==> src/hw/rtl/pmpc_pkg.sv <==
package pmpc_pkg;

  localparam int unsigned CFG_W = 13;

  localparam logic [7:0] ACK_BYTE = 8'hFA;
  localparam logic [CFG_W-1:0] WIDTH_RESET = 13'd640;
  localparam logic [CFG_W-1:0] HEIGHT_RESET = 13'd480;

  localparam logic CFG_FRAME_WIDTH = 1'b0;
  localparam logic CFG_FRAME_HEIGHT = 1'b1;

  typedef enum logic [1:0] {
    PH_STATUS = 2'd0,
    PH_DX = 2'd1,
    PH_DY = 2'd2
  } phase_t;

  typedef struct packed {
    logic done;
    logic [7:0] status;
    logic [7:0] dx;
    logic [7:0] dy;
  } packet_t;

endpackage

==> src/hw/rtl/ps2_mouse_packet_cursor_unit.sv <==
// PS/2 mouse packet decoder with a clamped cursor.
// Input channel: rx_byte with in_valid / in_stall, one mouse byte per request.
// Output channel: cursor_x, cursor_y and the three buttons with out_valid /
// out_stall, one request per complete three-byte packet.
// Until the acknowledge byte 0xFA is seen every byte is dropped; then bytes
// are framed as status, x delta, y delta.
// Config: cfg_write, cfg_index (0 screen width, 1 screen height), cfg_data;
// write only while the block is idle.
// A packet's last byte goes through the input register, then the result
// register, before it shows on the outputs.
// Throughput: one byte per cycle while in_stall is low; the position update
// for a packet is combinational between the input and result registers.
// Reset (synchronous, rst high): unsynchronized, phase at status, screen
// 640x480, position at 320,240 (not the cursor ports), both registers empty.
// When the receiver stalls, the result holds; the block still takes bytes
// until a finished packet meets the full result register, then in_stall rises.
module ps2_mouse_packet_cursor_unit #(
  parameter int POS_BITS = 12
) (
  input  logic clk,
  input  logic rst,
  input  logic in_valid,
  output logic in_stall,
  input  logic [7:0] rx_byte,
  output logic out_valid,
  input  logic out_stall,
  output logic [11:0] cursor_x,
  output logic [11:0] cursor_y,
  output logic left_button,
  output logic right_button,
  output logic middle_button,
  input  logic cfg_write,
  input  logic cfg_index,
  input  logic [pmpc_pkg::CFG_W-1:0] cfg_data
);
  import pmpc_pkg::*;

  localparam int PW = (POS_BITS > 10) ? POS_BITS : 10;
  localparam int W = ((PW > 13) ? PW : 13) + 2;

  logic [CFG_W-1:0] frame_width;
  logic [CFG_W-1:0] frame_height;

  logic r_valid;
  logic [7:0] r_byte;
  logic fire;

  logic [PW-1:0] pos_x;
  logic [PW-1:0] pos_y;
  logic [PW-1:0] pos_x_next;
  logic [PW-1:0] pos_y_next;

  packet_t pkt;
  logic signed [9:0] dx_ext;
  logic signed [9:0] dy_ext;
  logic signed [9:0] dy_neg;

  always_ff @(posedge clk) begin
    if (rst) begin
      frame_width <= WIDTH_RESET;
      frame_height <= HEIGHT_RESET;
    end else if (cfg_write) begin
      case (cfg_index)
        CFG_FRAME_WIDTH: frame_width <= cfg_data;
        CFG_FRAME_HEIGHT: frame_height <= cfg_data;
        default: ;
      endcase
    end
  end

  assign fire = r_valid && (!pkt.done || !out_valid || !out_stall);
  assign in_stall = r_valid && !fire;

  always_ff @(posedge clk) begin
    if (rst) begin
      r_valid <= 1'b0;
    end else if (!in_stall) begin
      r_valid <= in_valid;
    end
  end

  always_ff @(posedge clk) begin
    if (!in_stall) r_byte <= rx_byte;
  end

  pmpc_framer u_framer (
    .clk(clk),
    .rst(rst),
    .take(fire),
    .rx_byte(r_byte),
    .pkt(pkt)
  );

  assign dx_ext = $signed({{2{pkt.status[4]}}, pkt.dx});
  assign dy_ext = $signed({{2{pkt.status[5]}}, pkt.dy});
  assign dy_neg = -dy_ext;

  pmpc_axis #(.POS_BITS(POS_BITS), .PW(PW), .W(W)) u_axis_x (
    .pos(pos_x),
    .delta(dx_ext),
    .size(frame_width),
    .pos_next(pos_x_next)
  );

  pmpc_axis #(.POS_BITS(POS_BITS), .PW(PW), .W(W)) u_axis_y (
    .pos(pos_y),
    .delta(dy_neg),
    .size(frame_height),
    .pos_next(pos_y_next)
  );

  always_ff @(posedge clk) begin
    if (rst) begin
      pos_x <= PW'(WIDTH_RESET >> 1);
      pos_y <= PW'(HEIGHT_RESET >> 1);
      out_valid <= 1'b0;
    end else if (fire && pkt.done) begin
      pos_x <= pos_x_next;
      pos_y <= pos_y_next;
      out_valid <= 1'b1;
    end else if (!out_stall) begin
      out_valid <= 1'b0;
    end
  end

  always_ff @(posedge clk) begin
    if (fire && pkt.done) begin
      cursor_x <= 12'(pos_x_next);
      cursor_y <= 12'(pos_y_next);
      left_button <= pkt.status[0];
      right_button <= pkt.status[1];
      middle_button <= pkt.status[2];
    end
  end

endmodule

==> src/hw/rtl/pmpc_framer.sv <==
module pmpc_framer (
  input  logic clk,
  input  logic rst,
  input  logic take,
  input  logic [7:0] rx_byte,
  output pmpc_pkg::packet_t pkt
);
  import pmpc_pkg::*;

  logic synced;
  phase_t phase;
  logic [7:0] status_hold;
  logic [7:0] dx_hold;

  always_ff @(posedge clk) begin
    if (rst) begin
      synced <= 1'b0;
      phase <= PH_STATUS;
      status_hold <= '0;
      dx_hold <= '0;
    end else if (take) begin
      if (!synced) begin
        if (rx_byte == ACK_BYTE) synced <= 1'b1;
      end else begin
        case (phase)
          PH_DX: begin
            dx_hold <= rx_byte;
            phase <= PH_DY;
          end
          PH_DY: begin
            phase <= PH_STATUS;
          end
          default: begin
            status_hold <= rx_byte;
            phase <= PH_DX;
          end
        endcase
      end
    end
  end

  always_comb begin
    pkt.done = synced && (phase == PH_DY);
    pkt.status = status_hold;
    pkt.dx = dx_hold;
    pkt.dy = rx_byte;
  end

endmodule

==> src/hw/rtl/pmpc_axis.sv <==
module pmpc_axis #(
  parameter int POS_BITS = 12,
  parameter int PW = 12,
  parameter int W = 15
) (
  input  logic [PW-1:0] pos,
  input  logic signed [9:0] delta,
  input  logic [pmpc_pkg::CFG_W-1:0] size,
  output logic [PW-1:0] pos_next
);
  import pmpc_pkg::*;

  logic signed [W-1:0] sum;
  logic [W-1:0] size_w;
  logic [W-1:0] cap;
  logic [W-1:0] lim;

  assign sum = $signed({{(W-PW){1'b0}}, pos}) + W'(delta);
  assign size_w = W'(size);
  assign cap = W'(1) << POS_BITS;

  always_comb begin
    lim = size_w;
    if (size_w == '0) lim = W'(1);
    if (lim > cap) lim = cap;
    if (sum[W-1]) begin
      pos_next = '0;
    end else if ($unsigned(sum) >= lim) begin
      pos_next = PW'(lim - W'(1));
    end else begin
      pos_next = PW'($unsigned(sum));
    end
  end

endmodule

==> config.mk <==
export PLATFORM = sky130hd
export DESIGN_NAME = ps2_mouse_packet_cursor_unit
export DESIGN_NICKNAME = d
export VERILOG_FILES = /design/src/hw/rtl/pmpc_pkg.sv /design/src/hw/rtl/ps2_mouse_packet_cursor_unit.sv /design/src/hw/rtl/pmpc_framer.sv /design/src/hw/rtl/pmpc_axis.sv
export SDC_FILE = /design/constraint.sdc
export NUM_CORES = 1
export LEC_CHECK = 0
export ABC_CLOCK_PERIOD_IN_PS = 5400
export BUFFER_PORTS_ARGS = -buffer_cell sky130_fd_sc_hd__buf_2
export CORE_UTILIZATION = 55
export DETAILED_ROUTE_END_ITERATION = 8
export PLACE_DENSITY = 0.74
export REMOVE_ABC_BUFFERS = 1
export SYNTH_ARGS = -nofsm -noshare
export SYNTH_HDL_FRONTEND = slang
export SYNTH_HIERARCHICAL = 1
export SYNTH_SLANG_ARGS = --single-unit
==> constraint.sdc <==
create_clock -name clk -period 5.4 [get_ports clk]
set_input_delay 1.08 -clock clk [delete_from_list [all_inputs] [get_ports clk]]
set_output_delay 1.08 -clock clk [all_outputs]
set_load 0.05 [all_outputs]
==> impl_metrics.toml <==
[cells_and_area]
layout_common_cells = "nand2_1, a21oi_1, dfxtp_1"
final_common_cell = "nand2_1"
antennaDiodeCount = 0
finalNetCount = 916
seqCellArea_sq_um = 2410
area_growth_syn_to_layout_pct = 7.40
fillCellCount = 1066
drive_gt1_frac = 0.145
multi_input_area_sq_um = 4130
final_cells = 1003

[floorplanning]
die-area_sq_um = 13100
die_h_um = 114
core_sq_um = 12200
fp-row-count = 40
num_io_pins = 56
die_w_um = 114
initial_core_util = 0.572

[setup_path]
cp_max_fo = 11
r2r_slack_ns = 0.67
crit_type = "flop to flop"
crit_path_end_kind = "flop"
r2r_end = "pos_y[7]"
r2r_start = "r_byte[3]"
cp.required_ns = 5.65
critPathLaunchType = "flop"
reg2reg_depth = 17
worstPathArrival_ns = 4.97

[sta]
setup-violations-final = 0
fmaxAchievable_mhz = 212
worstMarginPinSlew_ns = 1.15
finalCriticalPeriod_ns = 4.73
min_period_over_period = 0.875
hold_ws_ns = 0.432
hold_viol = 0
skew_ns = 0.00619
finalSetupTns_ns = 0
slew_headroom = 0.230
slew_viol_final = 0
rsz0062_at_grt = "no"
setup_ws_ns = 0.672

[clock_tree]
cts-resized-gates = 0
cts_root_buf = "clkbuf_16"
clk_latency_ns = 0.35
cts_tree = "done"
numCtsBuffers = 9
clk_pin_slew_ns = 0.07
cts.htree.levels = 3
cts.hold.buffers_added = 0
clock-sinks = 103
clock_path_buffers = 2
postCtsSetupBuffers = 0

[yosys]
avgSynthCellArea_sq_um = 8.63
yosysWarnings = 6
netlist_instances = 806
netlist_area_sq_um = 6950

[drt]
drc = 0
dr.pass1.iters = 6
vias = 6200
routed_wl_mm = 17.7
dr.first_iter.drc_count = 711
ant_nets = 0
wl_per_cell_um = 17.7
routed_via_density = 6.18

[pwr]
internal_power_mw = 1.33
leakage_nw = 2.86
power_density_nw_per_um2 = 245
switching_share = 0.271
p_sw_mw = 0.497
combPwrFrac = 0.154
vdd_drop_max_v = 0.000231
clock_power_share = 0.388
p_seq_frac = 0.458

[grt]
grt_overflow = 0
grt_pass1_wl_mm = 28.2
grt_max_degree = 69
grt_usage = 0.278
antenna_found_initial = 0
grt_pass1_vias = 5623

[hold_path]
min_path_cells = 0
hold_path.class = "flop to flop"
min-delay-start = "u_framer/status_hold[2]"
hold_end = "middle_button"

[place]
dpl.hpwl_mm = 13.0
port_buffers = 55
dpl.cell_count = 987
gp_congestion = 0.933
post-place-ws_ns = 0.784

[job]
drv_cap = 0

[status]
status = "complete, no violations"
[power groups by stage]
stage / Clock [mW] / Combinational [mW] / Sequential, mW
floorplan: 0 / 0.195 / 0.850
global placement: 0 / 0.262 / 0.855
detailed placement: 0 / 0.271 / 0.856
CTS: 0.716 / 0.274 / 0.838
global route: 0.747 / 0.309 / 0.841
finish: 0.710 / 0.282 / 0.839
[state kept, by name (all words and copies together), names as in the netlist, 8 cells and up]
| signal | cells |
|---|---|
| pos_x | 12 |
| frame_height | 13 |
| cursor_x | 12 |
| pos_y | 12 |
| frame_width | 13 |
| cursor_y | 12 |
| r_byte | 8 |
| u_framer/dx_hold | 8 |
[area by class of cell]
type,count,share of cell area
Multi-Input combinational cell,634,0.553
Inverter,23,0.0116
Sequential cell,103,0.323
Timing Repair Buffer,59,0.0409
Tap cell,168,0.0282
Clock buffer,10,0.0307
Clock inverter,6,0.0124
[metal layers]
layer | vias to the layer above | GRT usage | routed length (um)
met1 | 2898 | 0.379 | 7820
met2 | 269 | 0.441 | 8020
met4 | 0 | 0.0615 | 331
met3 | 35 | 0.0741 | 1540
met5 | - | 0 | 0
li1 | 2998 | - | -
[worst max path at each step]
| stage | from | to | slack, ns | depth (start not counted) |
|---|---|---|---|---|
| 2_1_floorplan | r_byte[3] | pos_y[0] | 1.19 | 16 |
| 3_5_place_dp | r_byte[0] | pos_y[7] | 0.78 | 19 |
| 6_report | r_byte[3] | pos_y[7] | 0.67 | 17 |
| 5_1_grt | r_byte[0] | pos_y[7] | 0.36 | 19 |
| 4_1_cts | r_byte[3] | pos_y[7] | 0.74 | 17 |
| 3_3_place_gp | r_byte[0] | pos_y[7] | 0.95 | 19 |
[critical path, stage by stage (launching register included)]
cell       delay [ns]
edfxtp_1         0.47
nor3_2           0.35
nand2_1          0.11
xor2_1           0.16
ha_1             0.26
or3_1            0.39
o22a_1           0.25
o41a_1           0.37
and2_1           0.19
ha_1             0.32
nand2_1          0.12
nor2_1           0.06
a2111oi_2        0.42
o21bai_1         0.35
o21ai_0          0.26
a21oi_1          0.11
and3_1           0.18
a211o_1          0.26
[stage by stage]
stage	util	power, mW	area, sq um
6_report	0.614	1.83	7470
5_1_grt	0.614	1.90	7470
4_1_cts	0.614	1.83	7470
3_5_place_dp	0.588	1.13	7150
3_3_place_gp	0.588	1.12	7150
2_1_floorplan	-	1.05	6630
(Power assumes the default switching activity.)
